`src/rtl/srv_pkg.sv`:
```
// ----------------------------------------------------------------------------
// srv_pkg: shared constants and types for the refraction pipeline
// work format is q.14 on 16-bit scalars, plus bundles carried between stages
// ----------------------------------------------------------------------------
package srv_pkg;

	localparam int VECTOR_WIDTH_DEF = 16;
	localparam int WORK_W           = 16;
	localparam int INDEX_W          = 16;
	// one quotient bit per stage for (2^26 + g/2) / g
	localparam int DIV_STAGES       = 27;
	// one root bit per stage over a 64-bit radicand
	localparam int ROOT_STAGES      = 32;

	typedef logic signed [WORK_W-1:0] work_t;
	typedef logic signed [29:0]       scl_t;
	typedef logic signed [23:0]       mir_t;
	typedef logic signed [16:0]       side_t;

	typedef struct packed {
		work_t [2:0]        dv;
		work_t [2:0]        nv;
		logic signed [19:0] proj;
		logic [18:0]        cabs;
		logic               back_hit;
		logic [INDEX_W-1:0] g;
	} pre_t;

	typedef struct packed {
		logic         tir;
		logic [31:0]  gc;
		scl_t [2:0]   gd;
		mir_t [2:0]   mir;
		side_t [2:0]  side;
	} post_t;

endpackage

```
`src/rtl/srv_sqrt.sv`:
```
// ----------------------------------------------------------------------------
// srv_sqrt: pipelined integer square root
// floor root of a 64-bit radicand, one root bit per register stage
// ----------------------------------------------------------------------------
module srv_sqrt (
	input  logic                                 clk,
	input  logic                                 en,
	input  logic [2*srv_pkg::ROOT_STAGES-1:0]    rad,
	output logic [srv_pkg::ROOT_STAGES-1:0]      root
);

	localparam int RW    = srv_pkg::ROOT_STAGES;
	localparam int XW    = 2 * RW;
	localparam int REM_W = RW + 2;

	logic [REM_W-1:0] rem_s  [RW];
	logic [RW-1:0]    root_s [RW];
	logic [XW-1:0]    x_s    [RW];

	for (genvar k = 0; k < RW; k++) begin : g_stage
		logic [REM_W-1:0] rem_in;
		logic [RW-1:0]    root_in;
		logic [XW-1:0]    x_in;
		logic [REM_W+1:0] cur;
		logic [REM_W+1:0] trial;
		logic             ge;

		if (k == 0) begin : g_first
			assign rem_in  = '0;
			assign root_in = '0;
			assign x_in    = rad;
		end else begin : g_next
			assign rem_in  = rem_s[k-1];
			assign root_in = root_s[k-1];
			assign x_in    = x_s[k-1];
		end

		assign cur   = {rem_in, x_in[XW-1:XW-2]};
		assign trial = {2'b00, root_in, 2'b01};
		assign ge    = cur >= trial;

		always_ff @(posedge clk) begin
			if (en) begin
				rem_s[k]  <= ge ? REM_W'(cur - trial) : cur[REM_W-1:0];
				root_s[k] <= {root_in[RW-2:0], ge};
				x_s[k]    <= {x_in[XW-3:0], 2'b00};
			end
		end
	end

	assign root = root_s[RW-1];

endmodule

```
`config.mk`:
```
export PLATFORM = sky130hd
export DESIGN_NAME = srv_sqrt
export DESIGN_NICKNAME = d
export VERILOG_FILES = /design/src/rtl/srv_pkg.sv /design/src/rtl/srv_sqrt.sv
export SDC_FILE = /design/constraint.sdc
export NUM_CORES = 2
export LEC_CHECK = 0
export BUFFER_PORTS_ARGS = -buffer_cell sky130_fd_sc_hd__buf_2
export CORE_MARGIN = 5
export CORE_UTILIZATION = 45
export DETAILED_ROUTE_END_ITERATION = 8
export MAX_ROUTING_LAYER = met4
export PLACE_DENSITY = 0.65
export SETUP_SLACK_MARGIN = 0.4
export SLEW_MARGIN = 20
export SYNTH_ARGS = -nofsm -noshare
export SYNTH_HDL_FRONTEND = slang
export SYNTH_MEMORY_MAX_BITS = 65536
export SYNTH_SLANG_ARGS = --single-unit
```
`constraint.sdc`:
```
create_clock -name clk -period 3.63 [get_ports clk]
set_input_delay 0.5445 -clock clk [delete_from_list [all_inputs] [get_ports clk]]
set_output_delay 0.5445 -clock clk [all_outputs]
set_load 0.03 [all_outputs]
```
* After elaboration in Yosys (flattened, before gate mapping)
Memory sizes are Yosys's and may differ from the RTL's.
Cells that the tools add are included.
** Word-level totals
- Input port bits :: 66
- Bits in writable memories :: 4096
- Memories :: 3
- Output and inout bits :: 32
- Register bits after elaboration :: 0
- Logic and storage cells :: 101
** Memories
- x_s :: depth 32, bits a word 62, read ports 31, clocked after memory_dff 0, wr ports 32, RTL line srv_sqrt.sv:18 : logic [XW-1:0] x_s [RW];
- rem_s :: depth 32, bits a word 34, read ports 31, clocked after memory_dff 0, wr ports 32, RTL line srv_sqrt.sv:16 : logic [REM_W-1:0] rem_s [RW];
- root_s :: depth 32, bits a word 32, read ports 32, clocked after memory_dff 0, wr ports 32, RTL line srv_sqrt.sv:17 : logic [RW-1:0] root_s [RW];
** Cells by class
- Add/subtract/negate cells :: 32
- Magnitude comparators :: 32
- Mux-type cells :: 34
** Operators with widths (count)
- 36-bit by 34-bit >= comparator with 1-bit output :: 31
- 34-bit two-way mux :: 32
- 34-bit subtractor :: 31
- 2-bit by 1-bit subtractor with 3-bit output (second input constant) :: 1
- 2-bit by 1-bit >= comparator with 1-bit output (second input constant) :: 1
- 1-bit two-way mux :: 2

* Logic depth before layout (Yosys ltp)
An unclocked memory read counts as a cell.
- Depth after elaboration :: 3
- Mapped depth :: 14
- Depth with buffers taken out :: 14

* Least setup slack after synthesis
No wires, ideal clock.
- Path kind :: flip-flop to flip-flop
- Start :: memory rem_s[10][20] in the netlist's numbering
- End :: memory rem_s[11][23] in the netlist's numbering, data pin
- Stages on the path, launching flop included :: 13
- Path buffers :: 2
- Data required time :: 3.359 ns
- Data arrival time :: 3.362 ns
- Setup slack :: -0.003 ns
- Path through :: edfxtp_1 > or4_1 > or3_1 > or4_1 > or3_1 > or3_1 > or3_1 > buf_6 > nand2b_4 > or3_2 > buf_6 > nor4_1 > xor2_1
** RTL lines (RTL line)
- from (decl) :: srv_sqrt.sv:16

==> impl_metrics.sql <==
INSERT INTO impl_metrics (metric_group, metric, value, unit) VALUES
('clocking', 'clkSlewWorstSetupHoldPaths', '0.06', 'ns'),
('clocking', 'insertion_delay', '0.92', 'ns'),
('global_routing', 'grt_start_max_net_pins', '131', ''),
('finish', 'layout.area.seq', '75800', 'µm²'),
('timing', 'period_share', '98.4', '%'),
('floorplan', 'dieWidth', '519', 'µm'),
('placement', 'portBuffers', '97', ''),
('placement', 'detailedPlace.worstSlack', '-0.0143', 'ns'),
('finish', 'most-common-layout-cells', '2,523 x sky130_fd_sc_hd__edfxtp_1, 693 x sky130_fd_sc_hd__inv_1, 593 x sky130_fd_sc_hd__nand2_1', ''),
('floorplan', 'initial_core_utilization', '45.3', '%'),
('global_routing', 'grt_antenna_before_repair', '1', ''),
('flow_run', 'maximum_capacitance_violations', '0', ''),
('detailed_routing', 'routed_wirelength', '240', 'mm'),
('critical_path', 'critPathMaxStageDelay', '0.61', 'ns'),
('synth', 'postSynth.asyncResetShare', '0', '%'),
('timing', 'fin_crit', '3.57', 'ns'),
('timing', 'hold_viol_final', '0', ''),
('critical_path', 'path_max_fanout', '7', ''),
('timing', 'timing.final.setup_violations', '0', ''),
('timing', 'final.setup.worst_slack', '0.0573', 'ns'),
('clocking', 'numCtsBuffers', '291', ''),
('synth', 'synth_area', '117000', 'µm²'),
('floorplan', 'die_area', '269000', 'µm²'),
('synth', 'synth_seq_area_share', '65.0', '%'),
('synth', 'number_of_enable_flip_flop_cells_after_synthesis', '2523', ''),
('finish', 'fin_area', '138000', 'µm²'),
('synth', 'synth_area_leader_cell', 'sky130_fd_sc_hd__edfxtp_1', ''),
('floorplan', 'top_level_ports', '98', ''),
('clocking', 'clock_tree_from_tritoncts', 'built', ''),
('synth', 'syn_inst', '8958', ''),
('pwr', 'power.leakage', '52.8', 'nW'),
('critical_path', 'worstPathCellList', 'ha_4 -> or4_4 -> or3_4 -> or4_4 -> or3_4 -> or4_4 -> nor4_4 -> xor2_1', ''),
('critical_path', 'critPathLaunchType', 'flip-flop', ''),
('global_routing', 'grt_pass1_vias', '71400', ''),
('global_routing', 'globalRouteOverflowTotal', '0', ''),
('detailed_routing', 'drtPass1Iterations', '6', ''),
('timing', 'worstMarginPinSlew', '0.917', 'ns'),
('finish', 'non_filler_instance_count_after_layout', '13300', ''),
('floorplan', 'die_h', '519', 'µm'),
('finish', 'multi_input_comb_area', '40700', 'µm²'),
('timing', 'clock_skew', '0.0810', 'ns'),
('placement', 'place.detailed.instances', '12600', ''),
('critical_path', 'crit_path_top_delay_cell', 'sky130_fd_sc_hd__or4_4', ''),
('finish', 'post_route_cells_drive_above_1_share', '15.9', '%'),
('critical_path', 'cp.required', '4.25', 'ns'),
('finish', 'final_nets', '10400', ''),
('timing', 'timing.final.max_slew_violations', '0', ''),
('finish', 'layout.filler_cells', '21100', ''),
('critical_path', 'worst-endpoint-arrival', '4.20', 'ns'),
('worst_hold_path', 'worst_hold_path_type', 'in -> reg', ''),
('clocking', 'clock_sink_count', '2523', ''),
('pwr', 'power_density', '614', 'nW/µm²'),
('outcome', 'run_status', 'finished clean', ''),
('floorplan', 'std_cell_rows', '186', ''),
('timing', 'worst_slew_margin_rel', '38.3', '%'),
('critical_path', 'critical_path_class', 'reg -> reg', ''),
('critical_path', 'crit_path_end_kind', 'flip-flop', ''),
('detailed_routing', 'detail_route.drc_violations', '0', ''),
('critical_path', 'path_common_cell', 'sky130_fd_sc_hd__or4_4', ''),
('clocking', 'root_buffer', 'sky130_fd_sc_hd__clkbuf_16', ''),
('placement', 'dpl-instance-area', '124000', 'µm²'),
('timing', 'grt_setup_unrepaired', 'yes', ''),
('global_routing', 'groute.usage.overall', '17.7', '%'),
('clocking', 'cts_max_path_buffers', '4', ''),
('pwr', 'peakVddDrop', '0.613', 'mV'),
('synth', 'synthesis.area_per_instance', '13.0', 'µm²'),
('synth', 'synth_nets', '9586', ''),
('synth', 'synthDominantCellAreaShare', '65.0', '%'),
('detailed_routing', 'viasPerCell', '5.35', ''),
('detailed_routing', 'dr_total_vias', '71300', ''),
('detailed_routing', 'first_iter_violations', '4654', '');
-- sequential cells by signal, indices dropped and copies added, names as in the netlist --
name and cells:
root_s 528, rem_s 1003, x_s 992
-- cell type report --
type                    count  share of cell area (%)
well taps                3384                    3.07
inverters                 704                    1.93
flip-flops and latches   2523                    54.9
repair inverters            2                  0.0199
repair buffers            644                    4.20
diodes                      2                 0.00362
multi-input cells        5565                    29.5
clock inverters           151                   0.911
clock buffers             349                    5.51
-- critical path, delay by kind of cell, from the launching register on --
family / cells / cell delay [ns]
adders and majority gates: 1 / 0.19
and+or+nand+nor: 6 / 2.61
xor gates and xnor gates: 1 / 0.10
DFF: 1 / 0.43
-- stage by stage --
stage / total power [mW] / util (%) / setup TNS (ns)
2_1_floorplan: 50.9 / - / 0
3_3_place_gp: 56.1 / 48.1 / 0
3_5_place_dp: 56.4 / 48.1 / -0.0628
4_1_cts: 84.8 / 52.5 / 0
5_1_grt: 89.2 / 53.6 / -0.214
6_report: 84.8 / 53.6 / 0
-- repair_timing --
item / in CTS / in global routing
resized for setup: 243 / 438
hold endpoints to repair: 65 / 0
cloned: 3 / 11
setup endpoints to repair: 653 / 702
hold buffers: 65 / 0
pin swaps: 68 / 161
buffers inserted: 68 / 98
-- power by group --
| group | leakage [nW] | internal [mW] | switching, mW |
|---|---|---|---|
| Clock | 4.32 | 16.2 | 11.1 |
| Combinational | 24.2 | 8.01 | 10.1 |
| Sequential | 24.3 | 36.8 | 2.43 |
| Total | 52.8 | 61.1 | 23.7 |
-- layer usage --
metal / vias up / track usage [%] / wire length [µm]
met5: - / - / 0
met4: 0 / 6.13 / 8910
met3: 550 / 2.28 / 8890
met2: 1478 / 30.4 / 121000
met1: 34600 / 21.7 / 101000
li1: 34700 / - / -
-- synth_stat cells, drive strengths merged (20+ instances only) --
master,instances
and2,27
mux2,69
nand3,142
nor4,108
o21a,96
nand4,97
or3,107
o21bai,41
xor2,428
and3,40
clkbuf,142
nand2b,109
a21oi,592
and4,20
buf,24
o211ai,33
nand2,622
a31oi,50
o31ai,57
ha,562
or4,59
or2,37
nor2b,88
edfxtp,2523
a21o,233
nor2,574
xnor2,420
a211oi,27
inv,701
nor3,210
o21ai,448
-- worst paths after layout --
path | startpoint | to | slack [ns] | depth (start not counted)
setup reg to reg | rem_s[4][4] | rem_s[5][25] | 0.06 | 8
hold / removal | en | x_s[2][9] | 0.09 | 1
setup / recovery | rem_s[4][4] | rem_s[5][25] | 0.06 | 8
hold reg to reg | x_s[5][19] | x_s[6][21] | 0.37 | 0
-- logic make-up after synthesis --
group,Yosys count,share of synthesized area [%]
other,1,0.00322
adders and majority gates,562,6.03
muxes,85,0.804
AOI/OAI and AO/OA,1762,9.28
and+or+nand+nor,2307,9.71
xor gates and xnor gates,848,6.37
DFF,2523,65.0
buffers and inverters,870,2.83
No activity file was read; power rests on OpenSTA's default activity.
