File: src/rtl/srv_pkg.sv
// ----------------------------------------------------------------------------
// srv_pkg: shared constants and types for the refraction pipeline
// work format is q.14 on 16-bit scalars, plus bundles carried between stages
// ----------------------------------------------------------------------------
package srv_pkg;

	localparam int VECTOR_WIDTH_DEF = 16;
	localparam int WORK_W           = 16;
	localparam int INDEX_W          = 16;
	// one quotient bit per stage for (2^26 + g/2) / g
	localparam int DIV_STAGES       = 27;
	// one root bit per stage over a 64-bit radicand
	localparam int ROOT_STAGES      = 32;

	typedef logic signed [WORK_W-1:0] work_t;
	typedef logic signed [29:0]       scl_t;
	typedef logic signed [23:0]       mir_t;
	typedef logic signed [16:0]       side_t;

	typedef struct packed {
		work_t [2:0]        dv;
		work_t [2:0]        nv;
		logic signed [19:0] proj;
		logic [18:0]        cabs;
		logic               back_hit;
		logic [INDEX_W-1:0] g;
	} pre_t;

	typedef struct packed {
		logic         tir;
		logic [31:0]  gc;
		scl_t [2:0]   gd;
		mir_t [2:0]   mir;
		side_t [2:0]  side;
	} post_t;

endpackage

File: src/rtl/srv_div.sv
// ----------------------------------------------------------------------------
// srv_div: pipelined restoring divider
// one quotient bit per register stage, advances on en
// ----------------------------------------------------------------------------
module srv_div (
	input  logic                              clk,
	input  logic                              en,
	input  logic [srv_pkg::INDEX_W-1:0]       divisor,
	input  logic [srv_pkg::DIV_STAGES-1:0]    dividend,
	output logic [srv_pkg::DIV_STAGES-1:0]    quot
);

	localparam int N  = srv_pkg::DIV_STAGES;
	localparam int DW = srv_pkg::INDEX_W;

	logic [DW-1:0] rem_s [N];
	logic [N-1:0]  num_s [N];
	logic [N-1:0]  q_s   [N];
	logic [DW-1:0] d_s   [N];

	for (genvar k = 0; k < N; k++) begin : g_stage
		logic [DW-1:0] rem_in;
		logic [DW-1:0] d_in;
		logic [N-1:0]  num_in;
		logic [N-1:0]  q_in;
		logic [DW:0]   trial;
		logic          ge;

		if (k == 0) begin : g_first
			assign rem_in = '0;
			assign num_in = dividend;
			assign q_in   = '0;
			assign d_in   = divisor;
		end else begin : g_next
			assign rem_in = rem_s[k-1];
			assign num_in = num_s[k-1];
			assign q_in   = q_s[k-1];
			assign d_in   = d_s[k-1];
		end

		assign trial = {rem_in, num_in[N-1]};
		assign ge    = trial >= {1'b0, d_in};

		always_ff @(posedge clk) begin
			if (en) begin
				rem_s[k] <= ge ? DW'(trial - {1'b0, d_in}) : trial[DW-1:0];
				num_s[k] <= {num_in[N-2:0], 1'b0};
				q_s[k]   <= {q_in[N-2:0], ge};
				d_s[k]   <= d_in;
			end
		end
	end

	assign quot = q_s[N-1];

endmodule

File: config.mk
export PLATFORM = sky130hd
export DESIGN_NAME = srv_div
export DESIGN_NICKNAME = d
export VERILOG_FILES = /design/src/rtl/srv_pkg.sv /design/src/rtl/srv_div.sv
export SDC_FILE = /design/constraint.sdc
export NUM_CORES = 2
export LEC_CHECK = 0
export BUFFER_PORTS_ARGS = -buffer_cell sky130_fd_sc_hd__buf_2
export CAP_MARGIN = 10
export CORE_ASPECT_RATIO = 0.5
export CORE_UTILIZATION = 60
export CTS_CLUSTER_DIAMETER = 40
export DETAILED_ROUTE_END_ITERATION = 10
export GPL_TIMING_DRIVEN = 0
export PLACE_DENSITY_LB_ADDON = 0.05
export REMOVE_ABC_BUFFERS = 1
export SLEW_MARGIN = 25
export SYNTH_ARGS = -nofsm -noshare
export SYNTH_HDL_FRONTEND = slang
export SYNTH_SLANG_ARGS = --single-unit
File: constraint.sdc
create_clock -name clk -period 3.6 [get_ports clk]
set_input_delay 0.54 -clock clk [delete_from_list [all_inputs] [get_ports clk]]
set_output_delay 0.54 -clock clk [all_outputs]
set_load 0.05 [all_outputs]
### Yosys cells after proc, flatten, opt, wreduce, memory -nomap -nowiden

Memory sizes are Yosys's and may differ from the RTL's.
Cells that the tools add are included.

| operators by class | value |
|---|---|
| eq/ne operators | 0 |
| muxes and demuxes | 29 |
| add/subtract/negate cells | 27 |
| $lt $le $gt $ge | 27 |
| shifts and indexed selects | 0 |
| bitwise operators | 0 |
| divide/modulo/power cells | 0 |
| multiply operators | 0 |
| reduce and logical (&&, ||, !) cells | 0 |

Operators with widths:

| operator | number |
|---|---|
| $ge A17 B16 Y1 | 26 |
| $mux W16 | 27 |
| $sub A16 B16 Y16 | 26 |
| $ge A1 B16 Y1 | 1 |
| $sub A1 B16 Y16 | 1 |
| $mux W1 | 2 |

| word-level totals | value |
|---|---|
| register bits after elaboration | 0 |
| ROM bits | 0 |
| bits of input ports | 45 |
| latch bits | 0 |
| memories kept | 4 |
| output and inout port bits | 27 |
| bits in writable memories | 2295 |
| logic and storage cells | 87 |

Memories:

| name | words | width | read ports | clocked after memory_dff | write ports | line | source |
|---|---|---|---|---|---|---|---|
| q_s | 27 | 27 | 27 | 0 | 27 | srv_div.sv:18 | `logic [N-1:0] q_s [N];` |
| num_s | 27 | 26 | 26 | 0 | 27 | srv_div.sv:17 | `logic [N-1:0] num_s [N];` |
| d_s | 27 | 16 | 26 | 0 | 27 | srv_div.sv:19 | `logic [DW-1:0] d_s [N];` |
| rem_s | 27 | 16 | 26 | 0 | 27 | srv_div.sv:16 | `logic [DW-1:0] rem_s [N];` |

### Logic depth before layout (Yosys ltp)

An unclocked memory read counts as a cell.

| logic depth | value |
|---|---|
| word-level depth | 3 |
| mapped depth | 12 |
| gate-level depth less buffers | 10 |

### Worst setup path after synthesis

Ideal clock, no wire load.

| path | value |
|---|---|
| path type | flip-flop to flip-flop |
| start point | memory d_s[1][1] (netlist name) |
| end point | memory rem_s[0][41] (netlist name) (data pin) |
| cell stages (with the launch flop) | 11 |
| path buffers | 1 |
| arrival time | 2.734 ns |
| library setup time | 0.260 ns |
| required time | 3.340 ns |
| path slack | 0.606 ns |
| period minus slack after synthesis | 2.994 ns |
| path through | edfxtp_1 > inv_1 > ha_1 > nor2b_1 > o31a_1 > o31ai_4 > a21oi_1 > a2bb2oi_1 > a2111oi_4 > buf_6 > mux2_2 |

RTL lines:

| element | line |
|---|---|
| start: declaration | srv_div.sv:19 |
| end: declaration | srv_div.sv:16 |

==> impl_metrics.prom <==
# TYPE chip_impl_metric gauge
chip_impl_info{name="outcome",value="completed"} 1
chip_impl_metric{name="vias_in_the_first_global_route",unit=""} 40920
chip_impl_metric{name="detail_route.drc_violations",unit=""} 0
chip_impl_info{name="hp-class",value="in2reg"} 1
chip_impl_metric{name="drtIter0Drc",unit=""} 2892
chip_impl_metric{name="power_leakage",unit="nW"} 31.35
chip_impl_metric{name="post_synth.cell_area_avg",unit="um2"} 13.86
chip_impl_metric{name="worst-slew-pin-transition",unit="ps"} 931.3
chip_impl_metric{name="cp.arrival",unit="ps"} 3980
chip_impl_info{name="netlist_top_cells_area",value="sky130_fd_sc_hd__edfxtp_1 (65%), sky130_fd_sc_hd__ha_1 (7.2%), sky130_fd_sc_hd__mux2_2 (3.6%)"} 1
chip_impl_metric{name="dp.cells",unit=""} 6855
chip_impl_metric{name="largest_net_degree_at_the_start_of_global_routing",unit=""} 147
chip_impl_metric{name="clock_path_buffers",unit=""} 3
chip_impl_metric{name="dieHeight",unit="um"} 247.9
chip_impl_metric{name="antenna_violating_nets_post_route",unit=""} 0
chip_impl_metric{name="yosysWarnings",unit=""} 0
chip_impl_metric{name="min_path_cells",unit=""} 1
chip_impl_metric{name="i_o_pin_total",unit=""} 72
chip_impl_metric{name="cts_buffers",unit=""} 149
chip_impl_metric{name="finish.net_count",unit=""} 5958
chip_impl_info{name="cts_tree",value="done"} 1
chip_impl_metric{name="fin_hold_ws",unit="ps"} 133.2
chip_impl_metric{name="timing.fmax",unit="GHz"} 0.2890
chip_impl_metric{name="grt_first_pass_wirelength",unit="mm"} 210.7
chip_impl_metric{name="synthToLayoutAreaGrowth",unit="%"} 11.43
chip_impl_metric{name="maximum_vdd_ir_drop",unit="uV"} 595.1
chip_impl_metric{name="congestion_overflow_gr",unit=""} 0
chip_impl_metric{name="drt-met1-wl",unit="mm"} 59.20
chip_impl_metric{name="number_of_hold_violations_in_the_final_report",unit=""} 0
chip_impl_metric{name="wl_per_cell",unit="um"} 18.38
chip_impl_metric{name="required",unit="ps"} 4120
chip_impl_metric{name="std_cell_rows",unit=""} 89
chip_impl_info{name="layout.cells.most_common_list",value="sky130_fd_sc_hd__edfxtp_1 (1,561), sky130_fd_sc_hd__inv_1 (544), sky130_fd_sc_hd__ha_1 (418)"} 1
chip_impl_metric{name="timing.slew.headroom",unit="%"} 37.91
chip_impl_metric{name="synth_cell_types",unit=""} 91
chip_impl_metric{name="max_h_tree_level",unit=""} 4
chip_impl_metric{name="p_per_area",unit="nW/um2"} 843.0
chip_impl_metric{name="syn_inst",unit=""} 5233
chip_impl_metric{name="final_util",unit="%"} 67.96
chip_impl_metric{name="worstSkewPairLatency",unit="ps"} 780
chip_impl_info{name="crit_path_start_kind",value="flip-flop"} 1
chip_impl_metric{name="wl_met3",unit="mm"} 5.649
chip_impl_info{name="cp-end-kind",value="flip-flop"} 1
chip_impl_metric{name="min_period",unit="ps"} 3460
chip_impl_metric{name="die_width",unit="um"} 493.7
chip_impl_metric{name="layout_setup_ws",unit="ps"} 139.7
chip_impl_metric{name="antenna_violations_before_repair",unit=""} 0
chip_impl_metric{name="synth_top_area_share",unit="%"} 64.62
chip_impl_info{name="path_cells",value="ha_1, nand4_1, o21bai_1, a21oi_1, o221ai_1, a31oi_4, mux2_2"} 1
chip_impl_metric{name="share_of_layout_cells_above_drive_strength_1",unit="%"} 11.71
chip_impl_metric{name="met2_wl_post_dr",unit="mm"} 63.87
chip_impl_metric{name="initial_utilization",unit="%"} 60.99
chip_impl_metric{name="route.detailed.vias_per_inst",unit=""} 5.770
chip_impl_info{name="timing.setup.critical_path_class",value="reg2reg"} 1
chip_impl_metric{name="detailedRoute.firstPassIterationCount",unit=""} 6
chip_impl_metric{name="yosysSeqAreaShare",unit="%"} 64.62
chip_impl_metric{name="core-area",unit="um2"} 118900
chip_impl_metric{name="clk_pin_slew",unit="ps"} 60
chip_impl_metric{name="setup_viol_count_final",unit=""} 0
chip_impl_metric{name="synth_seq_cells",unit=""} 1561
chip_impl_metric{name="finalClockSkew",unit="ps"} 20.53
chip_impl_info{name="postSynth.topFlopCell",value="sky130_fd_sc_hd__edfxtp_1"} 1
chip_impl_metric{name="reg2reg_depth",unit=""} 7
chip_impl_metric{name="synth_enable_flop_cells",unit=""} 1561
chip_impl_metric{name="n_antenna_cell",unit=""} 0
chip_impl_metric{name="stdcell_count",unit=""} 7185
chip_impl_metric{name="route.vias.total",unit=""} 41460
chip_impl_metric{name="syn-cell-area",unit="um2"} 72540
chip_impl_info{name="top_layer",value="met4"} 1
chip_impl_metric{name="port-buffer-count",unit=""} 71
chip_impl_metric{name="totalNegativeSetupSlack",unit="ps"} 0
chip_impl_metric{name="post-place-ws",unit="ps"} -1023
chip_impl_metric{name="fillCellCount",unit=""} 8215
chip_impl_metric{name="synth-async-reset-ratio",unit="%"} 0
chip_impl_metric{name="place.gp.congestion",unit=""} 0.9179
chip_impl_metric{name="number_of_violations_of_the_max_capacitance_limit",unit=""} 0
chip_impl_info{name="grt_setup_unrepaired",value="false"} 1
chip_impl_metric{name="die-area",unit="um2"} 122400
chip_impl_info{name="cts-root-buf",value="sky130_fd_sc_hd__clkbuf_16"} 1
chip_impl_info{name="layout_commonest_cell",value="sky130_fd_sc_hd__edfxtp_1"} 1
chip_impl_metric{name="maxSlewViolCount",unit=""} 0
chip_impl_metric{name="hpwlAfterDp",unit="mm"} 92.97
chip_impl_metric{name="crit_path_max_fanout",unit=""} 16
chip_impl_metric{name="max_stage_delay",unit="ps"} 630
chip_impl_metric{name="overall_routing_resource_usage",unit="%"} 21.68
chip_impl_info{name="timing.critical_path.slowest_stage_cell",value="sky130_fd_sc_hd__a31oi_4"} 1
chip_impl_info{name="yosys.area.top_type",value="sky130_fd_sc_hd__edfxtp_1"} 1
chip_impl_metric{name="clock_sink_count",unit=""} 1561
chip_impl_metric{name="finalWirelength",unit="mm"} 132.0
chip_impl_metric{name="fin_crit_sh",unit="%"} 96.12
## cell type report
class | count | area (um2) | share of cell area [%]
multi-input cells | 3065 | 23490 | 29.06
clock inverters | 107 | 1186 | 1.468
inverters | 546 | 2051 | 2.537
flip-flops and latches | 1561 | 46880 | 58.00
well taps | 1592 | 1992 | 2.464
clock buffers | 167 | 3817 | 4.723
repair buffers | 147 | 1418 | 1.754
## path summary, 6_finish.rpt
path / start / endpoint / slack, ps
hold reg to reg: num_s[0][96] / num_s[1][19] / 410
hold / removal: divisor[1] / d_s[0][1] / 130
setup reg to reg: rem_s[5][37] / rem_s[5][52] / 140
setup / recovery: rem_s[5][37] / rem_s[5][52] / 140
## sequential cells by signal, summed over array words and instances (netlist names)
signal / flops
q_s: 378
num_s: 351
d_s: 416
rem_s: 416
## cell families (layout without fill, tap and decap cells)
| logic type | Yosys count | after routing | share of synthesized area [%] |
|---|---|---|---|
| muxes | 293 | 293 | 4.493 |
| AOI/OAI and AO/OA | 1148 | 1148 | 10.53 |
| DFF | 1561 | 1561 | 64.62 |
| buffers and inverters | 607 | 967 | 3.239 |
| adders and majority gates | 443 | 443 | 7.900 |
| and+or+nand+nor | 949 | 949 | 6.415 |
| xor gates and xnor gates | 232 | 232 | 2.801 |
## repair_timing
action | 4_1_cts | 5_1_grt
gates resized for setup | 5 | 6
endpoints found under the setup margin | 195 | 213
hold buffers | 41 | 0
hold endpoints to repair | 41 | 0
buffers inserted | 2 | 10
pin swaps | 1 | 3
gates cloned | 1 | 2
## routing by layer
layer  up-vias  GRT usage, %
met5         -             0
met4         0         7.431
met3       235         3.356
met2       943         36.91
met1     20100         28.60
li1      20190             -
## report_power, final
part | internal [mW] | switching, mW
clock | 8.86 | 7.04
sequential | 25.1 | 1.80
combinational | 11.6 | 13.8
total | 45.5 | 22.7
## synth_stat cells, drive strengths merged (77+ instances only)
library cell / n
o21ai: 261
ha: 418
a21oi: 254
inv: 545
a21o: 111
nor2: 267
nand2: 234
xnor2: 155
mux2: 240
edfxtp: 1561
o21a: 117
xor2: 77
## through the flow
stage | cell area (um2) | power [mW]
floorplan | 72240 | 45.45
global placement | 74580 | 51.74
detailed placement | 75140 | 51.99
CTS | 80640 | 68.30
global route | 80830 | 72.24
finish | 80830 | 68.14
## critical path: cells and delay by family, from the launching register on
kind            cells  cell delay (ps)
mux                 1              420
simple gates        1              260
compound gates      4             1680
flops               1              430
fa+ha+maj           1              400
Note: power is estimated with default switching activity, not from simulation.
